## config.mk

```make
export PLATFORM = sky130hd
export DESIGN_NAME = dft_cell
export DESIGN_NICKNAME = d
export VERILOG_FILES = /design/src/sv/dft_pkg.sv /design/src/sv/dft_cell.sv
export SDC_FILE = /design/constraint.sdc
export NUM_CORES = 1
export LEC_CHECK = 0
export BUFFER_PORTS_ARGS = -buffer_cell sky130_fd_sc_hd__clkbuf_2
export CELL_PAD_IN_SITES_DETAIL_PLACEMENT = 1
export CELL_PAD_IN_SITES_GLOBAL_PLACEMENT = 2
export CORE_AREA = 2 2 195 197
export DETAILED_ROUTE_END_ITERATION = 8
export DIE_AREA = 0 0 197 199
export PLACE_DENSITY = 0.8
export SLEW_MARGIN = 30
export SYNTH_ARGS = -nofsm -noshare
export SYNTH_HDL_FRONTEND = slang
export SYNTH_SLANG_ARGS = --single-unit
```

## constraint.sdc

```tcl
create_clock -name i_clk -period 3.7 [get_ports i_clk]
set_clock_uncertainty 0.05 [all_clocks]
set_input_delay 0.37 -clock i_clk [delete_from_list [all_inputs] [get_ports i_clk]]
set_output_delay 0.37 -clock i_clk [all_outputs]
set_load 0.01 [all_outputs]
```

## src/sv/dft_pkg.sv

```systemverilog
// ----------------------------------------------------------------------------
// dft_pkg
// Shared constants and types for the deadline feasibility tracker.
// ----------------------------------------------------------------------------
`default_nettype none

package dft_pkg;

    localparam int MAX_TASKS_DEF     = 64;
    localparam int TIME_BITS_DEF     = 16;
    localparam int DEADLINE_BITS_DEF = 20;

    localparam int MODE_W  = 2;
    localparam int IDX_W   = 6;
    localparam int CNT_W   = 7;
    localparam int MASK_W  = 64;

    localparam logic [CNT_W-1:0] TASK_COUNT_RST = 7'd64;

    localparam logic [MODE_W-1:0] MODE_LOAD    = 2'd0;
    localparam logic [MODE_W-1:0] MODE_PLAN    = 2'd1;
    localparam logic [MODE_W-1:0] MODE_RESTART = 2'd2;

    localparam logic STATUS_OK  = 1'b0;
    localparam logic STATUS_REJ = 1'b1;

    typedef struct packed {
        logic load;
        logic restart;
        logic plan;
    } t_cell_cmd;

    typedef struct packed {
        logic feasible;
        logic drop_f;
        logic drop_b;
        logic busy;
    } t_cell_stat;

endpackage

`default_nettype wire

```

## src/sv/dft_cell.sv

```systemverilog
// ----------------------------------------------------------------------------
// dft_cell
// One task slot of the chain: stored task, working deadline, slack, flags,
// and the forward / backward token stages handed to its neighbors.
// ----------------------------------------------------------------------------
`default_nettype none

module dft_cell #(
    parameter int IDX           = 0,
    parameter int TIME_BITS     = 16,
    parameter int DEADLINE_BITS = 20,
    parameter int W             = 26
) (
    input  wire                              i_clk,
    input  wire                              i_rst_n,
    input  dft_pkg::t_cell_cmd               i_cmd,
    input  wire [dft_pkg::IDX_W-1:0]         i_idx,
    input  wire [dft_pkg::CNT_W-1:0]         i_n,
    input  wire [TIME_BITS-1:0]              i_time,
    input  wire [DEADLINE_BITS-1:0]          i_deadline,
    input  wire                              i_fwd_tok,
    input  wire [TIME_BITS-1:0]              i_fwd_tt,
    input  wire                              i_bwd_tok,
    input  wire signed [W-1:0]               i_bwd_mov,
    output logic                             o_fwd_tok,
    output logic [TIME_BITS-1:0]             o_fwd_tt,
    output logic                             o_bwd_tok,
    output logic signed [W-1:0]              o_bwd_mov,
    output dft_pkg::t_cell_stat              o_stat
);
    import dft_pkg::*;

    logic [TIME_BITS-1:0]     r_time,    n_time;
    logic [DEADLINE_BITS-1:0] r_dl,      n_dl;
    logic signed [W-1:0]      r_wd,      n_wd;
    logic signed [W-1:0]      r_slack,   n_slack;
    logic                     r_planned, n_planned;
    logic                     r_feas,    n_feas;
    logic                     r_fo_tok,  n_fo_tok;
    logic [TIME_BITS-1:0]     r_fo_tt,   n_fo_tt;
    logic                     r_bo_tok,  n_bo_tok;
    logic signed [W-1:0]      r_bo_mov,  n_bo_mov;

    logic                     w_hit;
    logic                     w_active;
    logic signed [W-1:0]      w_t_ext;
    logic signed [W-1:0]      w_d_ext;
    logic signed [W-1:0]      w_tt_ext;
    logic signed [W-1:0]      w_fwd_slack;
    logic signed [W-1:0]      w_bwd_slack;
    logic                     w_drop_f;
    logic                     w_drop_b;

    assign w_hit       = (i_idx == IDX_W'(IDX));
    assign w_active    = (CNT_W'(IDX) < i_n);
    assign w_t_ext     = $signed({{(W-TIME_BITS){1'b0}}, r_time});
    assign w_d_ext     = $signed({{(W-DEADLINE_BITS){1'b0}}, r_dl});
    assign w_tt_ext    = $signed({{(W-TIME_BITS){1'b0}}, i_fwd_tt});
    assign w_fwd_slack = r_slack - w_tt_ext;
    assign w_bwd_slack = r_slack + i_bwd_mov - r_wd;

    always_comb begin
        n_time    = r_time;
        n_dl      = r_dl;
        n_wd      = r_wd;
        n_slack   = r_slack;
        n_planned = r_planned;
        n_feas    = r_feas;
        n_fo_tok  = 1'b0;
        n_fo_tt   = r_fo_tt;
        n_bo_tok  = 1'b0;
        n_bo_mov  = r_bo_mov;
        w_drop_f  = 1'b0;
        w_drop_b  = 1'b0;

        if (i_cmd.load && w_hit) begin
            n_time = i_time;
            n_dl   = i_deadline;
        end

        if (i_cmd.restart) begin
            n_planned = 1'b0;
            n_feas    = w_active;
            if (w_active) begin
                n_wd    = w_d_ext;
                n_slack = w_d_ext - w_t_ext;
            end
        end

        // launch point of both sweeps
        if (i_cmd.plan && w_hit) begin
            n_planned = 1'b1;
            n_feas    = 1'b0;
            w_drop_f  = r_feas;
            n_fo_tok  = 1'b1;
            n_fo_tt   = r_time;
            n_bo_tok  = 1'b1;
            n_bo_mov  = r_wd - w_t_ext;
        end

        if (i_fwd_tok) begin
            n_fo_tok = 1'b1;
            n_fo_tt  = i_fwd_tt;
            if (r_feas) begin
                n_slack = w_fwd_slack;
                if (w_fwd_slack < 0) begin
                    n_feas   = 1'b0;
                    w_drop_f = 1'b1;
                end
            end
        end

        if (i_bwd_tok && (i_bwd_mov < r_wd)) begin
            n_wd     = i_bwd_mov;
            n_slack  = w_bwd_slack;
            n_bo_tok = 1'b1;
            n_bo_mov = r_planned ? (i_bwd_mov - w_t_ext) : i_bwd_mov;
            if (r_feas && (w_bwd_slack < 0)) begin
                n_feas   = 1'b0;
                w_drop_b = 1'b1;
            end
        end
    end

    always_ff @(posedge i_clk) begin
        if (!i_rst_n) begin
            r_planned <= 1'b0;
            r_feas    <= 1'b0;
            r_fo_tok  <= 1'b0;
            r_bo_tok  <= 1'b0;
        end else begin
            r_planned <= n_planned;
            r_feas    <= n_feas;
            r_fo_tok  <= n_fo_tok;
            r_bo_tok  <= n_bo_tok;
        end
    end

    always_ff @(posedge i_clk) begin
        r_time   <= n_time;
        r_dl     <= n_dl;
        r_wd     <= n_wd;
        r_slack  <= n_slack;
        r_fo_tt  <= n_fo_tt;
        r_bo_mov <= n_bo_mov;
    end

    assign o_fwd_tok       = r_fo_tok;
    assign o_fwd_tt        = r_fo_tt;
    assign o_bwd_tok       = r_bo_tok;
    assign o_bwd_mov       = r_bo_mov;
    assign o_stat.feasible = r_feas;
    assign o_stat.drop_f   = w_drop_f;
    assign o_stat.drop_b   = w_drop_b;
    assign o_stat.busy     = r_fo_tok | r_bo_tok;

endmodule

`default_nettype wire

```

; ---- Word-level counts from Yosys, hierarchy flattened
; Index checks and enable logic that the tools add are counted.
[classes]
n_addsub = 6
magnitude_cmp = 4
muxes = 31
n_bitwise = 1
n_reduce_logical = 11
[ops]
columns = cell, count
row1 = $mux 26, 11
row2 = $sub 26x17->26, 3
row3 = $lt 26x1->1 const B, 2
row4 = $mux 16, 2
row5 = $add 26x26->26, 1
row6 = $lt 26x26->1, 1
row7 = $sub 26x26->26, 1
row8 = $sub 20x16->21, 1
row9 = $mux 1, 18
row10 = $reduce_bool 2->1, 5
row11 = $lt 1x7->1 const A, 1
row12 = $logic_not 6->1, 1
row13 = $logic_and 1x1->1, 4
row14 = $reduce_and 2->1, 1
row15 = $or 1x1->1, 1
[word_totals]
ff_bits = 134
elab_cells = 63

; ---- Depth between registers and ports, before layout
[logic_depth]
ltp_word = 8
ltp_mapped = 14
depth_no_buf = 14

; ---- Worst setup path before layout
; OpenSTA, ideal clock, no wires.
[synth_path]
path_kind = input to output
start = input port i_bwd_mov[16]
end = output port o_stat[1] (netlist name)
t_arrival_ns = 3.143
required_time_ns = 3.280
setup_slack_ns = 0.137
path_stages = 13
path_buffers = 2
cell_sequence = clkbuf_1 > inv_1 > fa_1 > inv_1 > ha_1 > nand2_1 > or4_1 > o221ai_2 > a2111oi_2 > a21oi_1 > xnor2_2 > and3_1 > buf_4
[synth_between]
elab_chain_cells = 6
elab_cells_between_ends = 8
[synth_lines]
columns = item, line_no
row1 = "start, declared", dft_cell.sv:24  ; input wire signed [W-1:0] i_bwd_mov,
row2 = $add 26x26->26, dft_cell.sv:60  ; assign w_bwd_slack = r_slack + i_bwd_mov - r_wd;
row3 = $sub 26x26->26, dft_cell.sv:60
row4 = $lt 26x1->1, dft_cell.sv:118  ; if (r_feas && (w_bwd_slack < 0)) begin
row5 = $logic_and 1x1->1, dft_cell.sv:118
row6 = $mux 1, dft_cell.sv:118
row7 = $mux 1 *, dft_cell.sv:113  ; if (i_bwd_tok && (i_bwd_mov < r_wd)) begin
row8 = "end, declared", dft_cell.sv:29  ; output dft_pkg::t_cell_stat o_stat
; Mark *: on every way between the ends. The rest lies on a longest branch, timed or not.

==> reports/summary.txt <==
failing checks: negative setup slack
Yosys top cell area share: 25.8%
Final period util: 107%
HP Start: i_deadline[6]
Fin. Hold Viols: 0
GPL Wtd Cong: 0.883
per-cell routed wire length: 20.6 µm
Syn Area/Cell: 8.91 µm²
Crit-path slowest cell: fa_1
max-slew violations: 0
FMAX: 254 MHz
status: complete, but fails checks
Startpoint Class: flip-flop
1st-iter DRT viols: 608
Post-route DRC: 0
Final #Nets: 1830
via count: 11.0k
Main synth FF type: edfxtp_1
Final WS setup: -0.241 ns
PortBufs: 145
Synth top cells by count: 176 x inv_1, 115 x ha_1, 110 x nand2_1
P&R area growth vs syn: 22.5%
global-route wire length before repair: 65700 µm
Place WS: -0.266 ns
antenna violations before repair: 0
Clock Latency Late Sink: 0.46 ns
clk root buf: clkbuf_16
DRT antenna net count: 0
dpl hpwl: 34800 µm
clock transition at the registers of the reported paths: 0.07 ns
crit path kind: flip-flop to output pin
CP endpoint kind: output pin
CTS Sinks: 134
die area: 0.0392 mm²
Clock H-tree levels: 4
layout cells sized above 1: 22.5%
max-cap violations: 0
drt total wl: 42800 µm
I/O Pins: 146
internal power: 5.64 mW
RSZ-0062 raised after global routing: true
Max-slew headroom: 54.8%
path type of the worst min-delay path: input pin to flip-flop
post-synth cell types: 91
Logic pwr share: 60.6%
Filler Cells Inserted: 4357
Post-synth ARST share: 0%
core area: 0.0371 mm²
Cells after Synth: 1358
Die W: 197 µm
Syn Std Cell Area: 0.0121 mm²
Peak VDD IR: 0.427 mV
DR pass1 iterations: 5
CP cell instances: fa_1 -> inv_1 -> ha_4 -> a211oi_4 -> o21ai_2 -> a41oi_2 -> o221ai_4 -> a2111oi_4 -> a21oi_2 -> xnor2_2 -> and3_1 -> clkbuf_2
Static Leak: 6.68 nW
die height: 199 µm
largest net degree at the start of global routing: 38
gr usage total: 22.2%
Final min period: 3.94 ns
Yosys top cell by area: edfxtp_1
multi-input logic area: 0.00764 mm²
hold_ws: 0.0360 ns
Hold Crit Depth: 1
CTS tree: yes
Antenna Diode Count: 0
# rows: 71
Worst path max stage delay: 0.56 ns
Yosys Warn Count: 0
final setup vio count: 1
r2r setup slk: 0.18 ns
Via density: 5.31
Initial Util: 32.6%
critical path arrival: 3.52 ns
post-synthesis sequential element count: 134
number of flops mapped to enable cells by yosys: 104
CP required: 3.28 ns
cell area power density: 672 mW/mm²
total gr overflow: 0
sw power: 4.32 mW
Min-Delay Endpoint: r_dl[6]
R2R Path End: r_wd[6]
Clock power frac: 18.0%
switch share: 43.4%
FF/Latch Area: 0.00373 mm²
Max Buffers Root-to-Sink: 2
worst slew pin tran: 0.673 ns
Synthesized Nets: 1600
CP Max Fanout: 2
synth top area cells: edfxtp_1 26%, ha_1 12%, inv_1 5.5%
reg-to-reg startpoint: r_wd[19]
R2R depth: 12
count leader, synth: inv_1
CTS Buf Count: 17
Flop pwr share: 21.5%
post-synthesis sequential area ratio: 30.8%
vias in the first global route: 11.5k
## logic make-up after synthesis
logic type,after synthesis,share of synthesized area (%)
buffers and inverters,217,7.22
AO/OA/AOI/OAI,413,22.8
flip-flops,134,30.8
AND/OR/NAND/NOR,339,13.8
multiplexers,36,3.23
adder cells (fa/ha/maj),144,16.7
XOR/XNOR,75,5.49
## per-stage QoR
stage | total power, mW | TNS [ns] | std cells | util (%) | instance area, µm²
final | 9.96 | -0.241 | 2075 | 39.9 | 14800
after global routing | 10.7 | -0.413 | 2075 | 39.9 | 14800
after CTS | 9.83 | -0.264 | 2071 | 39.8 | 14800
after detailed placement | 7.69 | -0.313 | 2028 | 37.7 | 14000
after global placement | 7.52 | -0.160 | 2028 | 37.7 | 14000
after floorplan | 5.76 | 0 | 1358 | - | 12100
## routing by layer
metal / vias to the layer above / wire (µm) / global-route usage [%]
li1: 5346 / - / -
met1: 5416 / 20900 / 31.1
met2: 222 / 19500 / 35.9
met3: 44 / 1640 / 3.17
met4: 0 / 772 / 5.71
met5: - / 0 / 0
## cell usage in the layout (no fill, tap or decap), types with 5 or more instances in the layout
cell type / n
o31ai_1: 12
mux2i_1: 12
o21ai_0: 88
nor3_1: 20
buf_4: 100
ha_1: 110
xor2_1: 24
a21oi_1: 102
nand4_1: 11
or3_1: 6
buf_12: 6
o211ai_1: 20
and2_1: 7
nand3_1: 28
o31a_1: 6
a31oi_1: 9
nand2_1: 110
o22ai_1: 5
inv_1: 173
nor2_1: 74
a211o_1: 5
mux2_2: 23
edfxtp_1: 104
clkinvlp_4: 6
a211oi_1: 16
clkbuf_16: 17
xnor2_1: 50
o21a_1: 18
nor2b_1: 10
and3_1: 8
a21o_1: 41
dfxtp_1: 28
nand2b_1: 25
o21ai_1: 14
nor4_1: 8
o21bai_1: 7
clkbuf_2: 145
a21boi_0: 5
fa_1: 29
## worst max-delay path by stage
stage	cells past startpoint	slack [ns]	start	endpoint
after floorplan	13	0.14	i_bwd_mov[16]	o_stat[1]
after global placement	14	-0.16	i_bwd_mov[6]	o_stat[1]
after detailed placement	14	-0.27	i_bwd_mov[6]	o_stat[1]
after CTS	12	-0.26	r_wd[6]	o_stat[1]
after global routing	13	-0.41	r_slack[6]	o_stat[1]
final	12	-0.24	r_wd[1]	o_stat[1]
## sequential cells by signal (all words and copies together), names as in the netlist
signal	flops
o_bwd_mov	26
o_fwd_tt	16
o_fwd_tok	1
r_slack	26
o_bwd_tok	1
r_time	16
r_wd	26
r_planned	1
r_feas	1
r_dl	20
## layout make-up
type                       count  share of cell area, %
sequential                   134                   25.1
timing repair buffer         251                   10.8
clock buffer                  19                   3.06
multi-input combinational   1007                   51.6
clock inverter                13                  0.979
inverter                     177                   4.48
tap                          474                   4.00
## critical path, delay by kind of cell, from the launching register on
| family | cells | cell delay, ns |
|---|---|---|
| xor gates and xnor gates | 1 | 0.14 |
| DFF | 1 | 0.43 |
| adders and majority gates | 2 | 0.82 |
| buffers and inverters | 2 | 0.22 |
| and+or+nand+nor | 1 | 0.16 |
| AOI/OAI and AO/OA | 6 | 1.30 |
## power by group through the flow
stage | clock network (mW) | logic (mW) | registers (mW)
after detailed placement | 0 | 5.53 | 2.16
after global routing | 1.88 | 6.66 | 2.16
after floorplan | 0 | 3.63 | 2.12
after CTS | 1.83 | 5.87 | 2.13
final | 1.79 | 6.03 | 2.14
after global placement | 0 | 5.38 | 2.15
## repair_timing
item / 4_1_cts / 5_1_grt
cloned: 0 / 0
buffers inserted: 11 / 4
endpoints found under the setup margin: 1 / 4
gates resized for setup: 20 / 8
pin swaps: 12 / 5
hold buffers: 0 / 0
(Power assumes the default switching activity.)
